==> config.mk <==
export PLATFORM = sky130hd
export DESIGN_NAME = stable_descending_sort_rank
export DESIGN_NICKNAME = d
export VERILOG_FILES = /design/src/rtl/sdsr_pkg.sv /design/src/rtl/sdsr_entry_ram.sv /design/src/rtl/stable_descending_sort_rank.sv
export VERILOG_INCLUDE_DIRS = /design/src /design/src/rtl
export SDC_FILE = /design/constraint.sdc
export NUM_CORES = 1
export LEC_CHECK = 0
export BUFFER_PORTS_ARGS = -buffer_cell sky130_fd_sc_hd__buf_2
export CAP_MARGIN = 40
export CORE_MARGIN = 2
export CORE_UTILIZATION = 42
export CTS_CLUSTER_SIZE = 30
export DETAILED_ROUTE_END_ITERATION = 12
export MAX_ROUTING_LAYER = met4
export SLEW_MARGIN = 10
export SYNTH_ARGS = -nofsm -noshare
export SYNTH_HDL_FRONTEND = slang
export SYNTH_HIERARCHICAL = 1
export SYNTH_SLANG_ARGS = --single-unit
export TNS_END_PERCENT = 5
==> constraint.sdc <==
create_clock -name clk -period 6.7 [get_ports clk]
set_clock_uncertainty 0.05 [all_clocks]
set_input_delay 0.335 -clock clk [delete_from_list [all_inputs] [get_ports clk]]
set_output_delay 0.335 -clock clk [all_outputs]
set_load 0.01 [all_outputs]
==> src/rtl/stable_descending_sort_rank_assert.svh <==
// ----------------------------------------------------------------------------
// Assertion macros
// Shared concurrent assertion forms, clocked on clk, disabled in reset.
// ----------------------------------------------------------------------------
`ifndef STABLE_DESCENDING_SORT_RANK_ASSERT_SVH
`define STABLE_DESCENDING_SORT_RANK_ASSERT_SVH

// same-cycle implication
`define SDSR_ASSERT_NOW(lbl, ante, cons, msg) \
  lbl: assert property (@(posedge clk) disable iff (!rst_n) (ante) |-> (cons)) \
    else $error(msg);

// next-cycle implication
`define SDSR_ASSERT_NEXT(lbl, ante, cons, msg) \
  lbl: assert property (@(posedge clk) disable iff (!rst_n) (ante) |=> (cons)) \
    else $error(msg);

`endif

==> src/rtl/sdsr_pkg.sv <==
// ----------------------------------------------------------------------------
// sdsr_pkg
// Shared types and field widths for the stable descending sort block.
// ----------------------------------------------------------------------------
package sdsr_pkg;

  localparam int KEY_W  = 32;
  localparam int ID_W   = 6;
  localparam int RANK_W = 7;

  typedef struct packed {
    logic [KEY_W-1:0] key;
    logic [ID_W-1:0]  id;
    logic             mark;
  } entry_t;

endpackage

==> src/rtl/sdsr_entry_ram.sv <==
// ----------------------------------------------------------------------------
// sdsr_entry_ram
// Entry table: one write port, one read port, registered read data.
// ----------------------------------------------------------------------------
module sdsr_entry_ram #(
  parameter int DEPTH = 16,
  parameter int AW    = 4
) (
  input  logic                  clk,
  input  logic                  wr_en,
  input  logic [AW-1:0]         wr_addr,
  input  sdsr_pkg::entry_t      wr_data,
  input  logic                  rd_en,
  input  logic [AW-1:0]         rd_addr,
  output sdsr_pkg::entry_t      rd_data
);

  sdsr_pkg::entry_t mem [DEPTH];
  sdsr_pkg::entry_t rd_data_r;

  always_ff @(posedge clk) begin
    if (wr_en) begin
      mem[wr_addr] <= wr_data;
    end
  end

  always_ff @(posedge clk) begin
    if (rd_en) begin
      rd_data_r <= mem[rd_addr];
    end
  end

  assign rd_data = rd_data_r;

endmodule

==> src/rtl/stable_descending_sort_rank.sv <==
// ----------------------------------------------------------------------------
// stable_descending_sort_rank
// Collects up to MAX_ENTRIES entries and emits them sorted by key, highest
// first, equal keys in arrival order, each tagged with the marked rank.
// ----------------------------------------------------------------------------
// Each entry is inserted into a sorted table held in one RAM: a scan from the
// tail reads one entry per cycle and shifts it down one slot until the new
// key's place is found. An entry into an empty table is written directly with
// no scan; for any other entry busy is high until its insertion is done.
// An entry arriving to a full table is dropped and flags the run. After the
// entry with in_last_entry, the table drains one result per cycle on
// out_valid; the results are never held back and must be taken as they come.
// The first result follows the last entry's insertion through the drain state
// and the registered read, and busy stays high until the final read is issued.
// ----------------------------------------------------------------------------
module stable_descending_sort_rank #(
  parameter int MAX_ENTRIES = 16
) (
  input  logic                        clk,
  input  logic                        rst_n,
  input  logic                        start,
  output logic                        busy,
  input  logic [sdsr_pkg::KEY_W-1:0]  in_entry_key,
  input  logic [sdsr_pkg::ID_W-1:0]   in_entry_id,
  input  logic                        in_is_marked,
  input  logic                        in_last_entry,
  output logic                        out_valid,
  output logic [sdsr_pkg::KEY_W-1:0]  out_sorted_key,
  output logic [sdsr_pkg::ID_W-1:0]   out_sorted_id,
  output logic                        out_sorted_marked,
  output logic [sdsr_pkg::RANK_W-1:0] out_marked_rank,
  output logic                        out_overflowed,
  output logic                        out_last_result
);

`include "stable_descending_sort_rank_assert.svh"

  localparam int IDX_W = (MAX_ENTRIES > 1) ? $clog2(MAX_ENTRIES) : 1;
  localparam int CNT_W = $clog2(MAX_ENTRIES + 1);

  localparam logic [1:0] ST_IDLE  = 2'd0;
  localparam logic [1:0] ST_INS   = 2'd1;
  localparam logic [1:0] ST_PUT   = 2'd2;
  localparam logic [1:0] ST_DRAIN = 2'd3;

  logic [1:0]       state_r, state_nxt;
  logic [CNT_W-1:0] count_r, count_nxt;
  logic             ovf_r, ovf_nxt;
  logic             mv_r, mv_nxt;
  logic [IDX_W-1:0] mpos_r, mpos_nxt;
  logic [IDX_W-1:0] idx_r, idx_nxt;
  logic             last_r, last_nxt;
  sdsr_pkg::entry_t new_r, new_nxt;

  logic                        out_valid_r, out_valid_nxt;
  logic [sdsr_pkg::RANK_W-1:0] rank_q_r, rank_q_nxt;
  logic                        ovf_q_r, ovf_q_nxt;
  logic                        last_q_r, last_q_nxt;

  logic             wr_en, rd_en;
  logic [IDX_W-1:0] wr_addr, rd_addr;
  sdsr_pkg::entry_t wr_data, rd_data, in_entry;

  logic             fin, fin_mark, fin_last;
  logic [IDX_W-1:0] fin_pos;
  logic             accept;

  assign busy     = (state_r != ST_IDLE);
  assign accept   = start && !busy;
  assign in_entry = '{key: in_entry_key, id: in_entry_id, mark: in_is_marked};

  sdsr_entry_ram #(
    .DEPTH (MAX_ENTRIES),
    .AW    (IDX_W)
  ) u_ram (
    .clk     (clk),
    .wr_en   (wr_en),
    .wr_addr (wr_addr),
    .wr_data (wr_data),
    .rd_en   (rd_en),
    .rd_addr (rd_addr),
    .rd_data (rd_data)
  );

  always_comb begin
    state_nxt     = state_r;
    count_nxt     = count_r;
    ovf_nxt       = ovf_r;
    mv_nxt        = mv_r;
    mpos_nxt      = mpos_r;
    idx_nxt       = idx_r;
    last_nxt      = last_r;
    new_nxt       = new_r;
    out_valid_nxt = 1'b0;
    rank_q_nxt    = rank_q_r;
    ovf_q_nxt     = ovf_q_r;
    last_q_nxt    = last_q_r;
    wr_en         = 1'b0;
    wr_addr       = '0;
    wr_data       = new_r;
    rd_en         = 1'b0;
    rd_addr       = '0;
    fin           = 1'b0;
    fin_pos       = '0;
    fin_mark      = new_r.mark;
    fin_last      = last_r;

    case (state_r)
      ST_IDLE: begin
        if (accept) begin
          if (count_r < CNT_W'(MAX_ENTRIES)) begin
            new_nxt  = in_entry;
            last_nxt = in_last_entry;
            if (count_r == '0) begin
              wr_en    = 1'b1;
              wr_addr  = '0;
              wr_data  = in_entry;
              fin      = 1'b1;
              fin_pos  = '0;
              fin_mark = in_is_marked;
              fin_last = in_last_entry;
            end else begin
              rd_en     = 1'b1;
              rd_addr   = IDX_W'(count_r - CNT_W'(1));
              idx_nxt   = IDX_W'(count_r - CNT_W'(1));
              state_nxt = ST_INS;
            end
          end else begin
            ovf_nxt = 1'b1;
            if (in_last_entry) begin
              idx_nxt   = '0;
              state_nxt = ST_DRAIN;
            end
          end
        end
      end
      ST_INS: begin
        wr_en   = 1'b1;
        wr_addr = idx_r + IDX_W'(1);
        if (rd_data.key < new_r.key) begin
          wr_data = rd_data;
          if (idx_r == '0) begin
            state_nxt = ST_PUT;
          end else begin
            rd_en   = 1'b1;
            rd_addr = idx_r - IDX_W'(1);
            idx_nxt = idx_r - IDX_W'(1);
          end
        end else begin
          wr_data = new_r;
          fin     = 1'b1;
          fin_pos = idx_r + IDX_W'(1);
        end
      end
      ST_PUT: begin
        wr_en   = 1'b1;
        wr_addr = '0;
        wr_data = new_r;
        fin     = 1'b1;
        fin_pos = '0;
      end
      ST_DRAIN: begin
        rd_en         = 1'b1;
        rd_addr       = idx_r;
        out_valid_nxt = 1'b1;
        ovf_q_nxt     = ovf_r;
        rank_q_nxt    = mv_r ? (sdsr_pkg::RANK_W'(mpos_r) + sdsr_pkg::RANK_W'(1))
                             : (sdsr_pkg::RANK_W'(count_r) + sdsr_pkg::RANK_W'(1));
        last_q_nxt    = (idx_r == IDX_W'(count_r - CNT_W'(1)));
        if (idx_r == IDX_W'(count_r - CNT_W'(1))) begin
          count_nxt = '0;
          ovf_nxt   = 1'b0;
          mv_nxt    = 1'b0;
          state_nxt = ST_IDLE;
        end else begin
          idx_nxt = idx_r + IDX_W'(1);
        end
      end
      default: begin
        state_nxt = ST_IDLE;
      end
    endcase

    if (fin) begin
      count_nxt = count_r + CNT_W'(1);
      if (fin_mark && (!mv_r || (fin_pos <= mpos_r))) begin
        mv_nxt   = 1'b1;
        mpos_nxt = fin_pos;
      end else if (mv_r && (mpos_r >= fin_pos)) begin
        mpos_nxt = mpos_r + IDX_W'(1);
      end
      idx_nxt   = '0;
      state_nxt = fin_last ? ST_DRAIN : ST_IDLE;
    end
  end

  always_ff @(posedge clk) begin
    if (!rst_n) begin
      state_r     <= ST_IDLE;
      count_r     <= '0;
      ovf_r       <= 1'b0;
      mv_r        <= 1'b0;
      out_valid_r <= 1'b0;
    end else begin
      state_r     <= state_nxt;
      count_r     <= count_nxt;
      ovf_r       <= ovf_nxt;
      mv_r        <= mv_nxt;
      out_valid_r <= out_valid_nxt;
    end
  end

  always_ff @(posedge clk) begin
    mpos_r   <= mpos_nxt;
    idx_r    <= idx_nxt;
    last_r   <= last_nxt;
    new_r    <= new_nxt;
    rank_q_r <= rank_q_nxt;
    ovf_q_r  <= ovf_q_nxt;
    last_q_r <= last_q_nxt;
  end

  assign out_valid         = out_valid_r;
  assign out_sorted_key    = rd_data.key;
  assign out_sorted_id     = rd_data.id;
  assign out_sorted_marked = rd_data.mark;
  assign out_marked_rank   = rank_q_r;
  assign out_overflowed    = ovf_q_r;
  assign out_last_result   = last_q_r;

  `SDSR_ASSERT_NOW(a_no_rw_collision, wr_en && rd_en, wr_addr != rd_addr, "ram r/w clash")
  `SDSR_ASSERT_NOW(a_count_bound, 1'b1, count_r <= CNT_W'(MAX_ENTRIES), "count overflow")
  `SDSR_ASSERT_NOW(a_mark_in_table, mv_r, CNT_W'(mpos_r) < count_r, "mark outside table")
  `SDSR_ASSERT_NEXT(a_drain_strobe, state_r == ST_DRAIN, out_valid, "missing strobe")
  `SDSR_ASSERT_NOW(a_last_strobed, out_last_result && out_valid, state_r != ST_DRAIN, "overrun")

endmodule
==> impl_metrics.tcl <==
set metrics [dict create \
    start_util_pct 42.2 \
    portBuffers 91 \
    yosysSeqAreaShare_pct 73.8 \
    p_int_mw 11.3 \
    hold_violations 0 \
    crit_required_ps 7000 \
    synthTopCellsByArea "edfxtp_1 (73%), mux4_2 (12%), a22oi_1 (2.4%)" \
    coreArea_um2 69800 \
    multi_input_comb_area_um2 7220 \
    setup_tns_ps 0 \
    syn_avg_cell_area_um2 19.3 \
    relSlewSlack_pct 39.0 \
    antenna_found_initial 0 \
    route.vias.total 15600 \
    area.sequential_um2 21800 \
    finalCritPeriodShare_pct 71.4 \
    async_flop_share_pct 0 \
    pre_cts_slack_ps 1950 \
    fillers 5678 \
    tightest_slew_ps 905 \
    drtAntennaViolNets 0 \
    grt_overflow_total 0 \
    syn_to_final_growth_pct 16.4 \
    synth_nets 1619 \
    worst_ep_arrival_time_ps 5080 \
    dieHeight_um 269 \
    yosysWarnings 6 \
    cap_viol_max_count 0 \
    synth_top_area_cell "edfxtp_1" \
    ys_ff_latch 729 \
    die_w_um 269 \
    timing.final.ws_setup_ps 1920 \
    drt_iter0_drc 1737 \
    synth_edf_count 715 \
    switching_share_pct 33.8 \
    clk_latency_ps 630 \
    clockBufferDepth 3 \
    grt_pass1_wl_mm 107 \
    final_nets 1815 \
    clock-sinks 729 \
    clock_power_share_pct 23.9 \
    p_sw_mw 5.80 \
    synth_ff_type "edfxtp_1" \
    slew_violations 0 \
    pwr-share-seq_pct 40.9 \
    irDropWorstVdd_uv 487 \
    drive_above_1_share_pct 26.5 \
    p_leak_nw 11.2 \
    cts_tree "done" \
    post-cts-setup-buffers 0 \
    vias_per_cell 5.71 \
    grt_usage_pct 21.3 \
    setup.worst_path.class "flop to flop" \
    hold_class "primary input to flop" \
    clockRootBuffer "clkbuf_16" \
    wl_mm 73.8 \
    place_congestion 0.797 \
    route.detailed.drc 0 \
    die_area_um2 72300 \
    diodes 0 \
    grt_pass1_vias 15800 \
    synth_area_um2 29500 \
    io_pins 93 \
    num_rows 97 \
    yosysUniqueCellTypes 58 \
    wl_per_cell_um 27.1 \
    combPwrFrac_pct 35.2 \
    rsz0062_at_grt "false" \
    finalCriticalPeriod_ps 4780 \
    cts_max_level 3 \
    fmax_mhz 209 \
    p_per_area_nw_per_um2 499 \
    hpwl_mm 40.5 \
    grt_max_degree 124 \
    setup_violations 0 \
    syn_inst 1529 \
    drtPass1Iterations 8 \
    critPathCaptureType "flop" \
    netlist.area_leader.share_pct 72.9 \
    clk_pin_slew_ps 60 \
    path_max_fanout 84 \
    start_kind "flop" \
    cts_buffers 76 \
    status "finished, final reports clean" \
]
[path summary, 6_finish.rpt]
| check | from | end | slack, ps | cells past startpoint |
|---|---|---|---|---|
| worst max-delay path | new_r[12] | u_ram/rd_data[32] | 1920 | 14 |
| worst min-delay path | start | ovf_r | 130 | 4 |
| worst max register to register | new_r[12] | u_ram/rd_data[32] | 1920 | 14 |
| worst min register to register | ovf_r | out_overflowed | 410 | 0 |
[worst max-delay path, stage by stage (launching register included)]
cell and delay [ps]:
edfxtp_1 370, inv_1 50, ha_1 300, a211o_1 260, a21oi_1 150, o31ai_1 180, a2111oi_2 490, o211ai_1 230
nor2_1 270, nand2_1 140, a21oi_4 390, buf_12 570, mux4_2 590, a22oi_1 240, nand2_1 90
[flip-flops by register name (all words and copies together), names as in the netlist]
register,cells
out_marked_rank,6
out_last_result,1
last_r,1
ovf_r,1
state_r,2
count_r,5
mv_r,1
out_valid,1
idx_r,4
out_overflowed,1
u_ram/rd_data,39
mpos_r,4
new_r,39
u_ram/mem,624
[through the flow]
step / total power [mW] / hold slack (ps) / instance area, µm² / util (%) / cells
2_1_floorplan: 11.0 / 381 / 29500 / - / 1529
3_3_place_gp: 12.9 / 400 / 31200 / 44.7 / 2519
3_5_place_dp: 13.2 / 404 / 31400 / 45.1 / 2544
4_1_cts: 17.3 / 97.9 / 34300 / 49.1 / 2724
5_1_grt: 17.9 / 157 / 34300 / 49.1 / 2726
6_report: 17.1 / 132 / 34300 / 49.1 / 2726
[cells by family (layout without fill, tap and decap cells)]
| logic type | count (synthesis) | after routing | synth area share, % |
|---|---|---|---|
| DFF | 729 | 729 | 73.8 |
| AOI/OAI and AO/OA | 214 | 214 | 5.21 |
| muxes | 196 | 196 | 13.4 |
| and+or+nand+nor | 184 | 184 | 2.90 |
| buffers and inverters | 144 | 401 | 2.31 |
| adders and majority gates | 47 | 47 | 2.00 |
| xor gates and xnor gates | 14 | 14 | 0.416 |
| other | 1 | 1 | 0.0127 |
[power by group through the flow]
stage,Clock [mW],Sequential (mW),Combinational (mW)
3_3_place_gp,0,7.10,5.77
2_1_floorplan,0,7.03,4.01
4_1_cts,4.17,7.00,6.08
3_5_place_dp,0,7.09,6.06
5_1_grt,4.34,7.05,6.54
6_report,4.10,7.00,6.03
[placed cells by master, fill, tap and decap left out, types with 8 or more instances in the layout]
cell type | Yosys | final
mux2i_1 | 22 | 22
nand2_1 | 72 | 72
o21ai_0 | 28 | 28
dlygate4sd3_1 | 0 | 41
clkbuf_1 | 39 | 21
mux2_2 | 18 | 18
dfxtp_1 | 14 | 14
edfxtp_1 | 715 | 715
ha_1 | 47 | 47
a222oi_1 | 17 | 17
a22oi_1 | 96 | 96
nand3_1 | 11 | 11
nor3_1 | 13 | 9
clkbuf_16 | 0 | 77
nor2_1 | 43 | 28
buf_4 | 11 | 49
buf_2 | 11 | 99
nor2_4 | 0 | 15
inv_1 | 60 | 59
clkinv_1 | 1 | 12
o221ai_1 | 8 | 8
mux4_2 | 156 | 156
a21oi_1 | 29 | 26
clkinv_2 | 0 | 13
[cell type report]
class	instances	area share (%)
timing repair buffer	201	4.40
clock inverter	41	1.20
multi-input combinational	656	21.0
clock buffer	98	5.85
sequential	729	63.4
tap	940	3.43
inverter	61	0.668
[what timing repair did]
item / CTS / global route
hold buffers: 41 / 0
resized for setup: 0 / 0
hold endpoints to repair: 41 / 0
[synth_stat cells, drive strengths merged, types with 17 or more instances]
| cell type | count |
|---|---|
| a222oi | 17 |
| a21oi | 29 |
| inv | 60 |
| o21ai | 28 |
| mux4 | 156 |
| edfxtp | 715 |
| nor2 | 44 |
| buf | 44 |
| mux2 | 18 |
| nand2 | 72 |
| clkbuf | 39 |
| ha | 47 |
| a22oi | 96 |
| mux2i | 22 |
[layer usage]
layer  track usage (%)  routed length [µm]  up-vias
met2              33.7               36100      575
met1              28.8               31400     8209
li1                  -                   -     6676
met5                 -                   0        -
met4              5.48                1330        0
met3              3.62                4970      102
No activity file was read; power rests on OpenSTA's default activity.
